### config.mk
export PLATFORM = sky130hd
export DESIGN_NAME = line_lexer_token_stream_core
export DESIGN_NICKNAME = d
export VERILOG_FILES = /design/src/rtl/llex_pkg.sv /design/src/rtl/llex_front.sv /design/src/rtl/llex_queue.sv /design/src/rtl/llex_back.sv /design/src/rtl/line_lexer_token_stream_core.sv
export SDC_FILE = /design/constraint.sdc
export NUM_CORES = 1
export LEC_CHECK = 0
export ABC_CLOCK_PERIOD_IN_PS = 7400
export BUFFER_PORTS_ARGS = -buffer_cell sky130_fd_sc_hd__buf_2
export CORE_MARGIN = 1.5
export CORE_UTILIZATION = 60
export DETAILED_ROUTE_END_ITERATION = 8
export PLACE_DENSITY = 0.84
export SYNTH_ARGS = -nofsm -noshare
export SYNTH_HDL_FRONTEND = slang
export SYNTH_SLANG_ARGS = --single-unit
### constraint.sdc
create_clock -name clk -period 7.4 [get_ports clk]
set_clock_uncertainty 0.15 [all_clocks]
set_input_delay 0.37 -clock clk [delete_from_list [all_inputs] [get_ports clk]]
set_output_delay 0.37 -clock clk [all_outputs]
set_load 0.01 [all_outputs]
### src/rtl/llex_pkg.sv
// Shared types and constants for the line lexer token stream.
`default_nettype none
package llex_pkg;

  // Lexer mode kept between characters of a line
  typedef enum logic [2:0] {
    MODE_IDLE  = 3'd0,
    MODE_NUM   = 3'd1,
    MODE_WORD  = 3'd2,
    MODE_STR   = 3'd3,
    MODE_MINUS = 3'd4
  } llex_mode_t;

  // Token kinds carried on each result item
  typedef enum logic [3:0] {
    KIND_NUM    = 4'd0,
    KIND_STR    = 4'd1,
    KIND_COMMA  = 4'd2,
    KIND_LPAREN = 4'd3,
    KIND_RPAREN = 4'd4,
    KIND_EQ     = 4'd5,
    KIND_WORD   = 4'd6,
    KIND_UNEXP  = 4'd7,
    KIND_UNTERM = 4'd8,
    KIND_END    = 4'd9
  } llex_kind_t;

  localparam logic [7:0] CH_MINUS  = 8'h2D;
  localparam logic [7:0] CH_DOT    = 8'h2E;
  localparam logic [7:0] CH_UNDER  = 8'h5F;
  localparam logic [7:0] CH_COMMA  = 8'h2C;
  localparam logic [7:0] CH_LPAREN = 8'h28;
  localparam logic [7:0] CH_RPAREN = 8'h29;
  localparam logic [7:0] CH_EQ     = 8'h3D;
  localparam logic [7:0] CH_QUOTE  = 8'h22;
  localparam logic [7:0] CH_SPACE  = 8'h20;

  // Most result items one input item can cause
  localparam int MAX_RES = 4;
  localparam int CNT_W   = $clog2(MAX_RES + 1);
  localparam int IDX_W   = $clog2(MAX_RES);

  // Queue between front and back
  localparam int QDEPTH = 4;
  localparam int QPTR_W = $clog2(QDEPTH);
  localparam int QFILL_W = QPTR_W + 1;

  typedef struct packed {
    llex_kind_t  kind;
    logic [7:0]  text;
    logic        valid;
    logic        done;
  } llex_res_t;

  // All result items caused by one input item
  typedef struct packed {
    logic [CNT_W-1:0]         count;
    llex_res_t [MAX_RES-1:0]  res;
  } llex_bundle_t;

endpackage
`default_nettype wire

### src/rtl/llex_front.sv
// Front end: accepts characters, updates the lexer mode and builds result bundles.
`default_nettype none
module llex_front (
  input  logic                  clk,
  input  logic                  rst,
  input  logic                  in_valid,
  output logic                  in_ready,
  input  logic [7:0]            char_byte,
  input  logic                  char_present,
  input  logic                  line_end,
  input  logic                  q_full,
  output logic                  push,
  output llex_pkg::llex_bundle_t push_data
);
  import llex_pkg::*;

  llex_mode_t   mode, mode_next;
  llex_bundle_t b;

  // Append one result to a bundle
  function automatic llex_bundle_t put(input llex_bundle_t bi, input llex_kind_t k,
                                       input logic [7:0] c, input logic v, input logic d);
    llex_bundle_t bo;
    bo = bi;
    if (bi.count < CNT_W'(MAX_RES)) begin
      bo.res[bi.count[IDX_W-1:0]].kind  = k;
      bo.res[bi.count[IDX_W-1:0]].text  = v ? c : 8'h00;
      bo.res[bi.count[IDX_W-1:0]].valid = v;
      bo.res[bi.count[IDX_W-1:0]].done  = d;
      bo.count = bi.count + CNT_W'(1);
    end
    return bo;
  endfunction

  function automatic logic is_digit(input logic [7:0] c);
    return (c >= 8'h30) && (c <= 8'h39);
  endfunction

  function automatic logic is_alpha(input logic [7:0] c);
    return ((c >= 8'h61) && (c <= 8'h7A)) || ((c >= 8'h41) && (c <= 8'h5A));
  endfunction

  function automatic logic is_space(input logic [7:0] c);
    return (c == CH_SPACE) || ((c >= 8'h09) && (c <= 8'h0D));
  endfunction

  always_comb begin
    logic consumed;
    b         = '0;
    mode_next = mode;
    consumed  = 1'b0;
    if (char_present) begin
      case (mode)
        MODE_STR: begin
          consumed = 1'b1;
          if (char_byte == CH_QUOTE) begin
            b = put(b, KIND_STR, 8'h00, 1'b0, 1'b1);
            mode_next = MODE_IDLE;
          end else begin
            b = put(b, KIND_STR, char_byte, 1'b1, 1'b0);
          end
        end
        MODE_NUM: begin
          if (is_digit(char_byte) || char_byte == CH_DOT) begin
            b = put(b, KIND_NUM, char_byte, 1'b1, 1'b0);
            consumed = 1'b1;
          end else begin
            b = put(b, KIND_NUM, 8'h00, 1'b0, 1'b1);
          end
        end
        MODE_WORD: begin
          if (is_alpha(char_byte) || is_digit(char_byte) || char_byte == CH_UNDER) begin
            b = put(b, KIND_WORD, char_byte, 1'b1, 1'b0);
            consumed = 1'b1;
          end else begin
            b = put(b, KIND_WORD, 8'h00, 1'b0, 1'b1);
          end
        end
        MODE_MINUS: begin
          if (is_digit(char_byte)) begin
            b = put(b, KIND_NUM, CH_MINUS, 1'b1, 1'b0);
            b = put(b, KIND_NUM, char_byte, 1'b1, 1'b0);
            mode_next = MODE_NUM;
            consumed = 1'b1;
          end else begin
            b = put(b, KIND_UNEXP, CH_MINUS, 1'b1, 1'b1);
          end
        end
        default: ;
      endcase
      if (!consumed) begin
        mode_next = MODE_IDLE;
        if (is_space(char_byte)) begin
          mode_next = MODE_IDLE;
        end else if (is_digit(char_byte)) begin
          b = put(b, KIND_NUM, char_byte, 1'b1, 1'b0);
          mode_next = MODE_NUM;
        end else if (char_byte == CH_MINUS) begin
          mode_next = MODE_MINUS;
        end else if (char_byte == CH_QUOTE) begin
          mode_next = MODE_STR;
        end else if (char_byte == CH_COMMA) begin
          b = put(b, KIND_COMMA, char_byte, 1'b1, 1'b1);
        end else if (char_byte == CH_LPAREN) begin
          b = put(b, KIND_LPAREN, char_byte, 1'b1, 1'b1);
        end else if (char_byte == CH_RPAREN) begin
          b = put(b, KIND_RPAREN, char_byte, 1'b1, 1'b1);
        end else if (char_byte == CH_EQ) begin
          b = put(b, KIND_EQ, char_byte, 1'b1, 1'b1);
        end else if (is_alpha(char_byte) || char_byte == CH_UNDER) begin
          b = put(b, KIND_WORD, char_byte, 1'b1, 1'b0);
          mode_next = MODE_WORD;
        end else begin
          b = put(b, KIND_UNEXP, char_byte, 1'b1, 1'b1);
        end
      end
    end
    if (line_end) begin
      case (mode_next)
        MODE_NUM:   b = put(b, KIND_NUM, 8'h00, 1'b0, 1'b1);
        MODE_WORD:  b = put(b, KIND_WORD, 8'h00, 1'b0, 1'b1);
        MODE_STR:   b = put(b, KIND_UNTERM, 8'h00, 1'b0, 1'b1);
        MODE_MINUS: b = put(b, KIND_UNEXP, CH_MINUS, 1'b1, 1'b1);
        default: ;
      endcase
      b = put(b, KIND_END, 8'h00, 1'b0, 1'b1);
      mode_next = MODE_IDLE;
    end
  end

  assign in_ready  = !q_full;
  assign push      = in_valid && in_ready && (b.count != '0);
  assign push_data = b;

  always_ff @(posedge clk) begin
    if (rst) begin
      mode <= MODE_IDLE;
    end else if (in_valid && in_ready) begin
      mode <= mode_next;
    end
  end

endmodule
`default_nettype wire

### src/rtl/llex_queue.sv
// Short bundle queue between the lexer front end and the result serialiser.
`default_nettype none
module llex_queue (
  input  logic                   clk,
  input  logic                   rst,
  input  logic                   push,
  input  llex_pkg::llex_bundle_t push_data,
  input  logic                   pop,
  output llex_pkg::llex_bundle_t head,
  output logic                   not_empty,
  output logic                   full
);
  import llex_pkg::*;

  llex_bundle_t        entries [QDEPTH];
  logic [QPTR_W-1:0]   wr_ptr, rd_ptr;
  logic [QFILL_W-1:0]  fill;

  assign head      = entries[rd_ptr];
  assign not_empty = (fill != '0);
  assign full      = (fill == QFILL_W'(QDEPTH));

  always_ff @(posedge clk) begin
    if (push) begin
      entries[wr_ptr] <= push_data;
    end
  end

  always_ff @(posedge clk) begin
    if (rst) begin
      wr_ptr <= '0;
      rd_ptr <= '0;
      fill   <= '0;
    end else begin
      if (push) wr_ptr <= wr_ptr + QPTR_W'(1);
      if (pop)  rd_ptr <= rd_ptr + QPTR_W'(1);
      case ({push, pop})
        2'b10:   fill <= fill + QFILL_W'(1);
        2'b01:   fill <= fill - QFILL_W'(1);
        default: fill <= fill;
      endcase
    end
  end

endmodule
`default_nettype wire

### src/rtl/llex_back.sv
// Back end: walks the head bundle and hands out one result item per cycle while the receiver is ready.
`default_nettype none
module llex_back (
  input  logic                   clk,
  input  logic                   rst,
  input  llex_pkg::llex_bundle_t head,
  input  logic                   head_valid,
  output logic                   pop,
  output logic                   out_valid,
  input  logic                   out_ready,
  output llex_pkg::llex_res_t    out_res,
  output logic                   out_last
);
  import llex_pkg::*;

  logic [IDX_W-1:0] idx;

  assign out_valid = head_valid;
  assign out_res   = head.res[idx];
  assign out_last  = ({1'b0, idx} == (head.count - CNT_W'(1)));
  assign pop       = out_valid && out_ready && out_last;

  always_ff @(posedge clk) begin
    if (rst) begin
      idx <= '0;
    end else if (out_valid && out_ready) begin
      idx <= out_last ? '0 : idx + IDX_W'(1);
    end
  end

endmodule
`default_nettype wire

### src/rtl/line_lexer_token_stream_core.sv
// Top level of the streaming line lexer: front end, bundle queue and back end.
// An accepted character's bundle is registered in the bundle queue and shown from its head.
// Throughput: one character per cycle while the four-deep bundle queue has room; the
// output side gives one result item per cycle while the receiver is ready, so a character
// that causes several items holds the output until all are taken (at most four).
// Reset (rst, synchronous, active high) returns the lexer to idle and empties the queue.
`default_nettype none
module line_lexer_token_stream_core (
  input  logic       clk,
  input  logic       rst,
  // Input channel: one character of a line per item
  input  logic       s_tvalid,
  output logic       s_tready,
  input  logic [7:0] s_tdata,  // [7:0] char_byte
  input  logic       s_tuser,  // [0] char_present
  input  logic       s_tlast,  // line_end
  // Output channel: one token piece per item
  output logic       m_tvalid,
  input  logic       m_tready,
  output logic [7:0] m_tdata,  // [7:0] text_byte
  output logic [5:0] m_tuser,  // [3:0] token_kind, [4] byte_valid, [5] token_done
  output logic       m_tlast   // last_result
);
  import llex_pkg::*;

  logic         push, pop, q_full, q_not_empty, last;
  llex_bundle_t push_data, head;
  llex_res_t    res;

  // Front end: classify the character against the current mode and build
  // every result item it causes as one bundle.
  llex_front u_front (
    .clk          (clk),
    .rst          (rst),
    .in_valid     (s_tvalid),
    .in_ready     (s_tready),
    .char_byte    (s_tdata),
    .char_present (s_tuser),
    .line_end     (s_tlast),
    .q_full       (q_full),
    .push         (push),
    .push_data    (push_data)
  );

  // Hold bundles so the input keeps flowing while the output side stalls.
  llex_queue u_queue (
    .clk       (clk),
    .rst       (rst),
    .push      (push),
    .push_data (push_data),
    .pop       (pop),
    .head      (head),
    .not_empty (q_not_empty),
    .full      (q_full)
  );

  // Back end: hand out the bundle's items in order, flag the last one.
  llex_back u_back (
    .clk        (clk),
    .rst        (rst),
    .head       (head),
    .head_valid (q_not_empty),
    .pop        (pop),
    .out_valid  (m_tvalid),
    .out_ready  (m_tready),
    .out_res    (res),
    .out_last   (last)
  );

  assign m_tdata = res.text;
  assign m_tuser = {res.done, res.valid, res.kind};
  assign m_tlast = last;

endmodule
`default_nettype wire

==> results.md, run 1 <==
Worst setup path:
- The launching point of the worst reg2reg path is u_front.mode[1]$_SDFFE_PP0P_.
- The critical path capture point type is a flip-flop.
- The critical path data required time is 7720 ps.
- The critical path's largest stage delay is between 600 and 700 ps.
- Counting cells, the worst reg-to-reg path comes to 21.
- The largest driver fanout on the critical path is 11.
- The cell with the largest stage delay on the worst path is sky130_fd_sc_hd__dfxtp_1.
- The signal on the critical path passes through nand2_1, or2_2, o21ai_4, o211ai_2, nor3_4, nor2_1, nor2_1, mux2i_1, inv_1, ha_1, nand2b_1, nor4_1, a221oi_2, o311a_4, inv_1, ha_1, inv_1, fa_1, xor2_1, or3_1, a21oi_1.
- The category of the worst setup path launch point is a flip-flop.
- The endpoint arrival time on the critical path is between 5000 and 6000 ps.
- The cell with the most instances on the worst path is sky130_fd_sc_hd__inv_1.
- The category of the critical setup timing path is flip-flop to flip-flop.
- The worst register-to-register path ends at u_queue.fill[2]$_SDFFE_PP0P_.
- Setup slack on the worst reg-to-reg path comes out at between 1500 and 2000 ps.

Timing:
- Hold timing on the final database bottoms out at a slack of between 20 and 25 ps.
- In this run the tightest slew margin relative to its limit is between 30% and 40%.
- Setup repair after global routing left no endpoint under its margin.
- The number of max-slew violations in the final report is 0.
- Timing would allow up to 0.178 GHz.
- At the pin with the least slew margin, the transition time is 953 ps.
- Setup total negative slack on the finished layout was measured at 0 ps.
- The final critical path time including I/O delays and setup is 5620 ps.
- The number of failing hold endpoints at the final stage is 0.
- Dividing the final minimum period by the clock period gives 75.9%.
- The setup-violating endpoint count in the final report is 0.

CTS:
- The maximum clock path buffer count is 3.
- CTS built an H-tree with a depth of 1.
- TritonCTS built the clock tree.
- The clock latency of the later-clocked register in the worst-skew pair is 540 ps.
- The number of buffers inserted during clock tree synthesis is 25.
- The clock transition at the registers of the reported paths is 70 ps.
- The count of clock tree sinks is 250.
- The tree is rooted in a sky130_fd_sc_hd__clkbuf_16.
- The buffer count from post-CTS setup fixing is 0.
- The total of hold buffers inserted after clock tree synthesis is 0.
- The post-cts gate resize count is 0.

Yosys:
- Of the synthesized area, sequential elements account for a little over three fifths.
- Yosys mapped the design onto 91 distinct sky130hd cell types.
- The most used flip-flop cell after synthesis is sky130_fd_sc_hd__edfxtp_1.
- The fraction of the mapped netlist area in adder cells is around 2.1%.
- The mean post-synth cell area is between 15 and 20 um2.
- After technology mapping, the gate count stands at 744.
- The share of synthesized area in the top cell type comes to ~60%.
- The number of warnings reported in the yosys synthesis log is 0.
- The biggest area contributor in the post-synthesis netlist is sky130_fd_sc_hd__edfxtp_1.
- In this run, synthesis inferred between 200 and 250 flip-flops with an integrated enable.
- The dominant combinational cell family by area after synthesis is multiplexers.
- In the synthesized netlist, mux cells make up between 10 and 15% of the area.
- The number of synthesized register bits is 250.
- The cell area that synthesis handed to floorplanning was around 12000 um2.
- The number of nets in the synthesized netlist is roughly 800.
- The fraction of the mapped netlist area in simple logic gates is around 9%.
- Counting flops with an async set or reset pin after synthesis yields a share of 0%.
- By area the synthesized netlist is led by sky130_fd_sc_hd__edfxtp_1 60%, sky130_fd_sc_hd__mux4_2 14%, sky130_fd_sc_hd__dfxtp_1 2.4%.
- The compound-gate portion of the synthesized area is approximately 9.0%.
- Of the total synthesized cell area, the portion taken by XOR and XNOR cells is less than 1%.

Power and ir drop:
- The worst supply voltage drop on vdd is 0.196 mV.
- The fraction of power consumed by the clock network is a little under two fifths.
- The power spent charging and discharging nets is about 750 uW.
- The internal cell power is between 2 and 2.5 mW.
- The analysis attributes to cell leakage a power of between 4 and 5 nW.
- Combinational logic is responsible for a little over a tenth of the overall power.
- The fraction of power consumed by sequential logic is between 50% and 60%.
- For this design the ratio of total power to cell area is ~240 nW/um2.
- The proportion of total power due to net switching is a little under a quarter.

Hold path:
- The number of cells on the worst hold path is 2.
- The type of the worst min-delay path is primary input to flip-flop.
- The worst hold path begins at rst.
- The worst min-delay path endpoint is u_queue.fill[0]$_SDFFE_PP0P_.

Placed design:
- Routability-driven placement finished with a final weighted congestion of roughly 0.96.
- The count of input and output buffers is 30.
- The HPWL after detailed placement is between 15000 and 20000 um.

Routing:
- The number of DRC markers in iteration 0 is around 560.
- The total wire length after detailed routing is between 20000 and 30000 um.
- The wire length per cell after detailed routing is around 26 um.
- The total number of vias is roughly 6800.
- In the routed layout, each cell is associated on average with a via count of 6.50.
- The number of remaining DRC errors is 0.
- The final antenna-violating net count is 0.
- The count of TritonRoute iterations in the first routing pass is 5.

Cells and area:
- The ratio of cells with drive above 1 in the final layout is 25.7%.
- The antenna diode count is 0.
- Counting the fill cells in the layout gives approximately 1300.
- Relative to the synthesized area, the layout overhead comes to 9.97%.
- After the last flow step, the layout net total stands at about 800.

Floorplan:
- The initial utilization of the core area, before any placement, comes to between 60% and 70%.
- In this run the horizontal extent of the chip is approximately 140 um.
- The die covers 20500 um2.
- The boundary pin count is 31.
- The number of rows created at floorplan is 51.
- Measured along the y axis, the die boundary spans roughly 140 um.
- In this run the standard cell core region covers approximately 19000 um2.

GRT:
- The residual overflow from global routing is 0.
- The first global-routing pass estimated between 40000 and 50000 um of wire.
- Across every metal layer, demand over resource in global routing totals a little over a quarter.
- The number of antenna violations at the first check in global routing is 0.
- The pin count of the biggest net entering global routing is between 40 and 50.
- The via count of the first global-routing pass came to approximately 7100.

Run status:
- The run finished with clean final reports.

Run:
- The tool flagged a number of max-cap violations equal to 0.
synthesized netlist by cell type, types with 6 or more instances:
cell type / count
sky130_fd_sc_hd__ha_1: 18
sky130_fd_sc_hd__dfxtp_1: 14
sky130_fd_sc_hd__a22oi_1: 6
sky130_fd_sc_hd__o22ai_1: 10
sky130_fd_sc_hd__clkbuf_1: 28
sky130_fd_sc_hd__a21o_1: 11
sky130_fd_sc_hd__a21oi_1: 19
sky130_fd_sc_hd__buf_1: 7
sky130_fd_sc_hd__xor2_1: 7
sky130_fd_sc_hd__nand2_1: 41
sky130_fd_sc_hd__o21ai_0: 29
sky130_fd_sc_hd__inv_1: 19
sky130_fd_sc_hd__nor2_1: 37
sky130_fd_sc_hd__nor3_1: 11
sky130_fd_sc_hd__nand4_1: 7
sky130_fd_sc_hd__mux4_2: 73
sky130_fd_sc_hd__nand3_1: 12
sky130_fd_sc_hd__edfxtp_1: 236
sky130_fd_sc_hd__and2_1: 25
power by group through the flow:
stage          Combinational, mW  Clock, mW  Sequential, mW
2_1_floorplan              0.243          0            1.66
3_3_place_gp               0.328          0            1.67
3_5_place_dp               0.337          0            1.67
4_1_cts                    0.342       1.20            1.64
5_1_grt                    0.366       1.25            1.65
6_report                   0.339       1.18            1.64
worst max-delay path, delay by kind of cell (launching register included):
kind / cells / cell delay (ps)
simple gates: 8 / 2040
compound gates: 5 / 1130
fa+ha+maj: 3 / 900
flops: 1 / 630
mux: 1 / 300
buf+inv: 3 / 240
xor+xnor: 1 / 150
worst max path at each step:
stage                                            start                         endpoint  slack [ps]  depth (start not counted)
final                     u_front.mode[1]$_SDFFE_PP0P_     u_queue.fill[2]$_SDFFE_PP0P_        1780                         21
after CTS                 u_front.mode[1]$_SDFFE_PP0P_     u_queue.fill[2]$_SDFFE_PP0P_        1830                         21
after detailed placement                    s_tdata[5]     u_queue.fill[2]$_SDFFE_PP0P_        1580                         25
after global placement                      s_tdata[2]     u_queue.fill[2]$_SDFFE_PP0P_        1720                         23
after global routing      u_front.mode[1]$_SDFFE_PP0P_     u_queue.fill[2]$_SDFFE_PP0P_        1350                         21
after floorplan                             s_tdata[5]  u_queue.entries[0][0]$_DFFE_PP_        2170                         16
kinds of logic (layout without fill, tap and decap cells):
| group | Yosys count | count (layout) |
|---|---|---|
| flip-flops | 250 | 250 |
| AND/OR/NAND/NOR | 182 | 182 |
| AO/OA/AOI/OAI | 138 | 138 |
| multiplexers | 76 | 76 |
| buffers and inverters | 67 | 108 |
| adder cells (fa/ha/maj) | 19 | 19 |
| XOR/XNOR | 12 | 12 |
layer usage:
metal	share of wire, %	up-vias	global-route usage (%)
met5	0	-	0
met4	2.3	0	6.89
met3	4.4	53	3.45
met2	52	219	48.1
met1	41	3522	36.7
li1	-	3026	-
through the flow:
stage | setup WS (ps) | util, % | power (mW) | cell area, um2 | std cells
after CTS | 1830 | 67.0 | 3.18 | 13000 | 1050
after global routing | 1350 | 67.0 | 3.27 | 13000 | 1050
after floorplan | 2170 | - | 1.90 | 11800 | 744
after global placement | 1720 | 63.0 | 1.99 | 12200 | 1004
final | 1780 | 67.0 | 3.17 | 13000 | 1050
after detailed placement | 1580 | 63.0 | 2.01 | 12200 | 1004
registers in the layout, summed over array words and instances (netlist names), named ones only:
register         flops
u_queue.fill         3
u_front.mode         3
u_queue.entries    236
u_queue.wr_ptr       2
u_back.idx           2
u_queue.rd_ptr       2
area by class of cell:
cell class	instances	area [um2]	share of cell area, %
inverter	21	78.8	0.609
clock buffer	33	686	5.29
multi-input combinational	427	4120	31.8
sequential	250	7370	56.9
tap	265	332	2.56
timing repair buffer	41	270	2.09
clock inverter	13	91.3	0.705
cells in the final DEF (no fill, tap or decap), types with 6 or more instances in the layout:
cell / netlist / routed
sky130_fd_sc_hd__and2_1: 25 / 21
sky130_fd_sc_hd__a21oi_1: 19 / 19
sky130_fd_sc_hd__edfxtp_1: 236 / 236
sky130_fd_sc_hd__buf_2: 4 / 30
sky130_fd_sc_hd__dfxtp_1: 14 / 12
sky130_fd_sc_hd__o21ai_0: 29 / 29
sky130_fd_sc_hd__clkinv_2: 0 / 7
sky130_fd_sc_hd__nand3_1: 12 / 12
sky130_fd_sc_hd__nand2_1: 41 / 41
sky130_fd_sc_hd__inv_1: 19 / 19
sky130_fd_sc_hd__ha_1: 18 / 18
sky130_fd_sc_hd__nor3_1: 11 / 11
sky130_fd_sc_hd__buf_4: 4 / 8
sky130_fd_sc_hd__nand4_1: 7 / 7
sky130_fd_sc_hd__xor2_1: 7 / 7
sky130_fd_sc_hd__nor2_1: 37 / 37
sky130_fd_sc_hd__a21o_1: 11 / 11
sky130_fd_sc_hd__o22ai_1: 10 / 10
sky130_fd_sc_hd__mux4_2: 73 / 73
sky130_fd_sc_hd__clkbuf_16: 0 / 25
sky130_fd_sc_hd__a22oi_1: 6 / 6
(Power assumes the default switching activity.)
==> run 2: changes to the inputs <==
ABC_CLOCK_PERIOD_IN_PS = 5350   (was 7400)
clock period = 5.35 ns   (was 7.4 ns; I/O delays follow)
==> results.md, run 2 (synthesis results as in run 1) <==
GRT:
- The global-route total usage across every layer is between 20% and 30%.
- The number of antenna violations at the first check in global routing came to 0.
- The first-pass GRT wire length is 41900 um.
- The residual overflow from global routing is 0.
- Entering global routing, the biggest net connects 60 pins.
- The via count of the first global-routing pass is slightly above 7000.

Worst setup path:
- The category of the critical setup timing path is flip-flop to flip-flop.
- The cell with the largest stage delay on the worst path is sky130_fd_sc_hd__dfxtp_2.
- The launching point of the worst reg2reg path is u_front.mode[2]$_SDFFE_PP0P_.
- For the worst setup path, the data required time is about 5700 ps.
- In this run the worst path has a maximum fanout of 8.
- STA puts the critical path data arrival time at 5240 ps.
- The signal on the critical path passes through nand2_1, nor2_4, inv_2, o31a_2, a21boi_2, and3_1, nand3b_4, ha_1, mux2i_1, inv_1, ha_1, nand2b_1, nor4_1, a221oi_2, o311a_4, inv_1, ha_1, inv_1, fa_1, xor2_1, or3_1, a21oi_1.
- Measured in cells, the most critical reg-to-reg path has a length of 22.
- The worst setup path is captured at a flip-flop.
- The startpoint of the most critical setup path is u_front.mode[2]$_SDFFE_PP0P_.
- The category of the worst setup path launch point is a flip-flop.
- The critical path's largest stage delay is about 490 ps.

Run:
- The max-cap violation count is 0.

Timing:
- The sum of negative setup slack is 0 ps.
- The number of max-slew violations in the final report is 0.
- Of the available clock period, the critical path in the final layout requires approximately 92%.
- In this run the tightest slew margin relative to its limit is between 40% and 50%.
- Setup repair after global routing left no endpoint under its margin.
- Setup violations remaining at the end of the flow were counted as 0.
- The worst-margin pin slew is 881 ps.
- The peak clock frequency supported by timing is about 0.20 GHz.
- The number of failing hold endpoints at the final stage was 0.
- The final critical path time including I/O delays and setup is a little under 5000 ps.

CTS:
- The CTS tree is done.
- The number of buffers inserted during clock tree synthesis is 25.
- The buffer type at the clock tree root is sky130_fd_sc_hd__clkbuf_16.
- The clock drives 250 sinks.
- The buffer count from post-CTS setup fixing is 0.
- The clock latency of the later-clocked register in the worst-skew pair is between 500 and 600 ps.
- The clock transition at the registers of the reported paths is around 60 ps.
- CTS built an H-tree with a depth of 1.
- In this run the deepest clock path goes through 3 buffers.

Floorplan:
- For this design the top-level I/O count stands at 31.
- The die outline width is approximately 140 um.
- The die extent in y is ~140 um.
- The die footprint is about 20000 um2.
- Row generation in the floorplan step produced 51 rows.
- Once the floorplan was initialized, standard cells occupied between 60% and 70% of the core.
- After floorplanning, the core was sized to cover just under 20000 um2.

Routing:
- In the final routed layout, each cell accounts on average for roughly 25 um.
- For this run, the detailed router's first-pass iteration total came to 5.
- The number of DRC markers in iteration 0 is between 500 and 600.
- The total wire length after detailed routing is approximately 27000 um.
- The routed layout has between 7000 and 8000 vias.
- In this run the remaining antenna-violating nets after routing total 0.
- After detailed routing, the number of remaining DRC violations is 0.
- In the routed layout, each cell is associated on average with a via count of about 6.5.

Placed design:
- Counting tap cells, the placed design contains a total of 1033 instances.
- The placer's final routability congestion estimate is roughly 1.
- Summed over all nets, the half-perimeter wirelength after detailed placement is approximately 18000 um.
- The count of input and output buffers is 30.

Run status:
- The flow ran to the end, and the final reports show no timing, DRC or antenna violations.

Hold path:
- Along the worst hold path, the cell count comes to 4.
- The worst min-delay path startpoint is s_tvalid.
- The worst hold path belongs to the class primary input to flip-flop.

Power and ir drop:
- The power spent charging and discharging nets is around 970 uW.
- The proportion of total power due to net switching is around 22%.
- The internal power of the cells totals about 3.4 mW.
- Of the total power, the clock network draws 36.8%.
- The share of total power dissipated in combinational logic is about 11%.
- The design draws roughly 4.4 mW.
- For this design the ratio of total power to cell area is 331 nW/um2.
- Per report_power, the sequential group accounts for about half of the total.
- VDD sags by at most between 0.2 and 0.3 mV.
- The static leakage is 4.39 nW.

Cells and area:
- Summing all flip-flop and latch instances after layout gives 7380 um2.
- In the final design database the tool counted 830 nets.
- The multi-input combinational cells in the finished layout cover a total of roughly 4000 um2.
- The library cell used most frequently in the layout, excluding fill and tap cells, is sky130_fd_sc_hd__edfxtp_1.
- The number of flip-flops under the largest register name is between 200 and 250.
- The library cells used most frequently in the layout, excluding fill and tap cells, are 236 x sky130_fd_sc_hd__edfxtp_1, 73 x sky130_fd_sc_hd__mux4_2, 41 x sky130_fd_sc_hd__nand2_1.
- The finished layout holds about 1100 standard cells, fillers aside.
- The register name with the most flops is u_queue.entries.
- The layout has about 1300 filler cells.
- The ratio of cells with drive above 1 in the final layout is 27.8%.
- The largest registers in the layout are u_queue.entries x236, u_front.mode x3, u_queue.fill x3.
- The area growth from synthesis to final layout is 12.3%.
- The antenna diode count is 0.
-- run 2: cell types whose count changed in the layout (fill, tap and decap cells not counted), moves of 2 or more --
cell and delta:
sky130_fd_sc_hd__clkinv_1 +4, sky130_fd_sc_hd__dfxtp_1 -3, sky130_fd_sc_hd__dlygate4sd3_1 +2, sky130_fd_sc_hd__clkinv_2 -4
sky130_fd_sc_hd__clkbuf_8 -3, sky130_fd_sc_hd__clkinvlp_4 -2, sky130_fd_sc_hd__buf_12 +4, sky130_fd_sc_hd__dfxtp_4 +2
sky130_fd_sc_hd__buf_4 +25, sky130_fd_sc_hd__bufinv_16 +2
-- run 2: timing repair --
action	CTS	global route
hold buffers	2	0
hold endpoints to repair	12	0
endpoints found under the setup margin	0	2
resized for setup	0	5
-- run 2: final timing paths --
path                                                endpoint  slack, ps
worst max-delay path            u_queue.fill[2]$_SDFFE_PP0P_        410
worst min-delay path            u_front.mode[0]$_SDFFE_PP0P_         30
worst max register to register  u_queue.fill[2]$_SDFFE_PP0P_        410
worst min register to register  u_queue.fill[2]$_SDFFE_PP0P_        360
-- run 2: worst max-delay path: cells and delay by family (launching register included) --
kind | cells | cell delay, ps
fa+ha+maj | 4 | 1160
mux | 1 | 210
simple gates | 7 | 1500
xor+xnor | 1 | 150
buf+inv | 4 | 310
flops | 1 | 490
compound gates | 5 | 900
-- run 2: through the flow --
step           cell area [um2]  utilization, %  hold slack, ps  worst slack [ps]
2_1_floorplan            11800               -             197               223
3_3_place_gp             12400            64.4             329               217
3_5_place_dp             12400            64.4             347               115
4_1_cts                  13200            68.4            16.3               209
5_1_grt                  13200            68.4            58.4              7.06
6_report                 13200            68.4            33.9               408
-- run 2: power groups by stage --
stage / Clock (mW) / Combinational [mW] / Sequential (mW)
after floorplan: 0 / 0.336 / 2.30
after global routing: 1.72 / 0.528 / 2.28
after CTS: 1.65 / 0.495 / 2.27
final: 1.61 / 0.492 / 2.27
after detailed placement: 0 / 0.488 / 2.31
after global placement: 0 / 0.475 / 2.30
-- run 2: final cells by class --
cell class,count,share of cell area [%]
flip-flops and latches,250,55.8
multi-input cells,427,31.2
clock buffers,30,4.87
repair buffers,72,4.22
well taps,265,2.51
clock inverters,12,0.842
inverters,21,0.596
-- run 2: routing by layer --
layer | global-route usage [%] | vias up | share of wire (%)
li1 | - | 3075 | -
met1 | 36.3 | 3586 | 39
met2 | 46.6 | 283 | 51
met3 | 4.46 | 66 | 6.5
met4 | 10.9 | 0 | 4.0
met5 | 0 | - | 0
==> run 3: changes to the inputs <==
CORE_UTILIZATION = 34   (was 60)
PLACE_DENSITY = 0.56   (was 0.84)
==> results.md, run 3 (synthesis results as in run 1) <==
Worst setup path:
- The largest individual stage delay along the critical path comes from the cell sky130_fd_sc_hd__dfxtp_1.
- The category of the critical setup timing path is flip-flop to flip-flop.
- The endpoint arrival time on the critical path is around 5300 ps.
- Of all nets on the critical path, the largest fanout is 8.
- At the worst endpoint, the required time is 5650 ps.
- The worst setup path is launched from a flip-flop.
- The critical path goes through nand2_1, nor2_4, inv_2, o31a_2, a21boi_2, and3_1, nand3b_4, ha_1, mux2i_1, inv_1, ha_1, nand2b_1, nor4_1, a221oi_2, o311a_4, inv_1, ha_1, inv_1, fa_1, xor2_1, or3_1, a21oi_1.
- The worst setup path is captured at a flip-flop.
- The buffers plus inverters on the worst setup path is 4.
- Grouping stages by cell kind, the critical path spends the most delay in simple AND/OR/NAND/NOR gates.
- The largest single stage delay on the critical path is between 500 and 600 ps.

Timing:
- Timing would allow up to approximately 0.20 GHz.
- The relative slew slack is 42.8%.
- The number of max-slew violations in the final report was 0.
- On the final layout, the worst hold slack is ~20 ps.
- The number of failing hold endpoints at the final stage came to 0.
- The worst path uses about 94% of the clock period.
- The final critical path time including I/O delays and setup is ~5000 ps.
- Setup violations remaining at the end of the flow were counted as 0.
- At the pin with the least slew margin, the transition time is roughly 860 ps.

Placed design:
- Summed over all nets, the half-perimeter wirelength after detailed placement is 18700 um.
- After detailed placement, the total cell area comes to between 10000 and 15000 um2.
- The placer's final routability congestion estimate is roughly 0.93.
- After detailed placement, the design holds a cell count of between 1000 and 1500.
- The count of buffers added on input and output ports is 30.

Floorplan:
- After floorplanning, the core was divided into 67 placement rows.
- The die extent in y is roughly 190 um.
- The area inside the core boundary is 33800 um2.
- Once the floorplan was initialized, standard cells occupied between 30% and 40% of the core.
- The die outline width is 189 um.
- The die footprint is between 30000 and 40000 um2.
- During I/O placement, the number of pins put on the boundary was 31.

CTS:
- After clock tree synthesis, the setup repair step added 0 buffers.
- The longest clock path from root to sink contains 3 buffers.
- The clock latency of the later-clocked register in the worst-skew pair is about 520 ps.
- In this run the number of H-tree levels came out at 1.
- Clock-pin slew was measured on the worst setup and hold paths at 60 ps.
- The buffer type at the clock tree root is sky130_fd_sc_hd__clkbuf_16.
- TritonCTS built the clock tree.
- The number of clock buffers added by TritonCTS is 26.
- The count of clock tree sinks is 250.

Cells and area:
- The final cell count without fillers is between 1000 and 1500.
- The register name with the most flops is u_queue.entries.
- In the final layout, the share of cells above drive strength 1 is between 20% and 30%.
- The most common cell after layout, fill and taps aside is sky130_fd_sc_hd__edfxtp_1.
- The post-layout net count is approximately 840.
- The repair_antennas step left the layout with diodes totalling 0.
- After routing the design area is ~14000 um2.
- The utilization after layout is between 40% and 50%.
- The register with the most flip-flops in the layout has 236 of them.
- The layout has 3053 filler cells.
- The area growth from synthesis to layout is 15.8%.
- In the layout the commonest cells are 236 x sky130_fd_sc_hd__edfxtp_1, 73 x sky130_fd_sc_hd__mux4_2, 41 x sky130_fd_sc_hd__nand2_1.
- The largest registers in the layout are u_queue.entries x236, u_front.mode x3, u_queue.fill x3.

Routing:
- The wire length per cell after detailed routing is approximately 21 um.
- The number of DRC markers in iteration 0 is between 500 and 600.
- In the routed design, unresolved DRC markers number 0.
- The final antenna-violating net count is 0.
- For this run, the detailed router's first-pass iteration total came to 6.
- In the routed layout, each cell is associated on average with a via count of ~5.3.
- Wires add up to roughly 27000 um.
- The detailed router placed 6792 vias in this run.

Power and ir drop:
- Summed over all cells, the static leakage comes to approximately 4.5 nW.
- The worst-case IR drop observed on VDD is ~0.16 mV.
- The power density of the placed cells is 337 nW/um2.

GRT:
- Entering global routing, the biggest net connects 57 pins.
- The via count of the first global-routing pass came to 6922.
- The residual overflow from global routing is 0.
- The number of antenna violations at the first check in global routing is 0.
- The first-pass GRT wire length is around 42000 um.
- Across every metal layer, demand over resource in global routing totals ~15%.

Run status:
- The flow ran to the end, and the final reports show no timing, DRC or antenna violations.

Hold path:
- The path class of the tightest hold or removal check is primary input to flip-flop.

Run:
- The max-cap violation count is 0.
## run 3: where the power goes
group          internal, mW  switching (mW)
clock                  1.11           0.709
combinational         0.219           0.289
sequential             2.24          0.0290
total                  3.57            1.03
## run 3: path summary, 6_finish.rpt
| check | startpoint | to | slack, ps | cells past startpoint |
|---|---|---|---|---|
| worst max register to register | u_front.mode[2]$_SDFFE_PP0P_ | u_queue.fill[2]$_SDFFE_PP0P_ | 330 | 22 |
| worst max-delay path | u_front.mode[2]$_SDFFE_PP0P_ | u_queue.fill[2]$_SDFFE_PP0P_ | 330 | 22 |
| worst min-delay path | s_tvalid | u_queue.wr_ptr[1]$_SDFFE_PP0P_ | 20 | 3 |
| worst min register to register | u_queue.fill[2]$_SDFFE_PP0P_ | u_queue.fill[2]$_SDFFE_PP0P_ | 360 | 2 |
## run 3: stage by stage
stage,setup TNS (ps),setup slack [ps],power [mW]
final,0,327,4.59
after global routing,-10.5,-10.5,4.75
after CTS,0,247,4.63
after detailed placement,-46.3,-46.3,2.82
after global placement,0,177,2.82
after floorplan,0,223,2.63
## run 3: final cells by class
type | instances | area, um2 | area share, %
inverter | 21 | 78.8 | 0.578
tap | 448 | 561 | 4.11
timing repair buffer | 79 | 623 | 4.57
clock inverter | 17 | 188 | 1.38
clock buffer | 30 | 687 | 5.03
multi-input combinational | 427 | 4130 | 30.3
sequential | 250 | 7370 | 54.1
## run 3: tightest hold or removal path, stage by stage
cell and delay [ps]:
sky130_fd_sc_hd__buf_2 120, sky130_fd_sc_hd__o311a_4 140, sky130_fd_sc_hd__mux2i_1 110
## run 3: what timing repair did
item | CTS | global route
endpoints found under the setup margin | 0 | 1
hold buffers | 2 | 0
hold endpoints to repair | 12 | 0
resized for setup | 0 | 4
## run 3: layer usage
layer / track usage [%] / part of all wire, % / wire length, um / up-vias
met3: 2.13 / 4.6 / 1260 / 46
met1: 21.7 / 46 / 12500 / 3432
met4: 4.12 / 2.4 / 648 / 0
li1: - / - / - / 3097
met2: 24.8 / 47 / 12800 / 217
met5: 0 / 0 / 0 / -
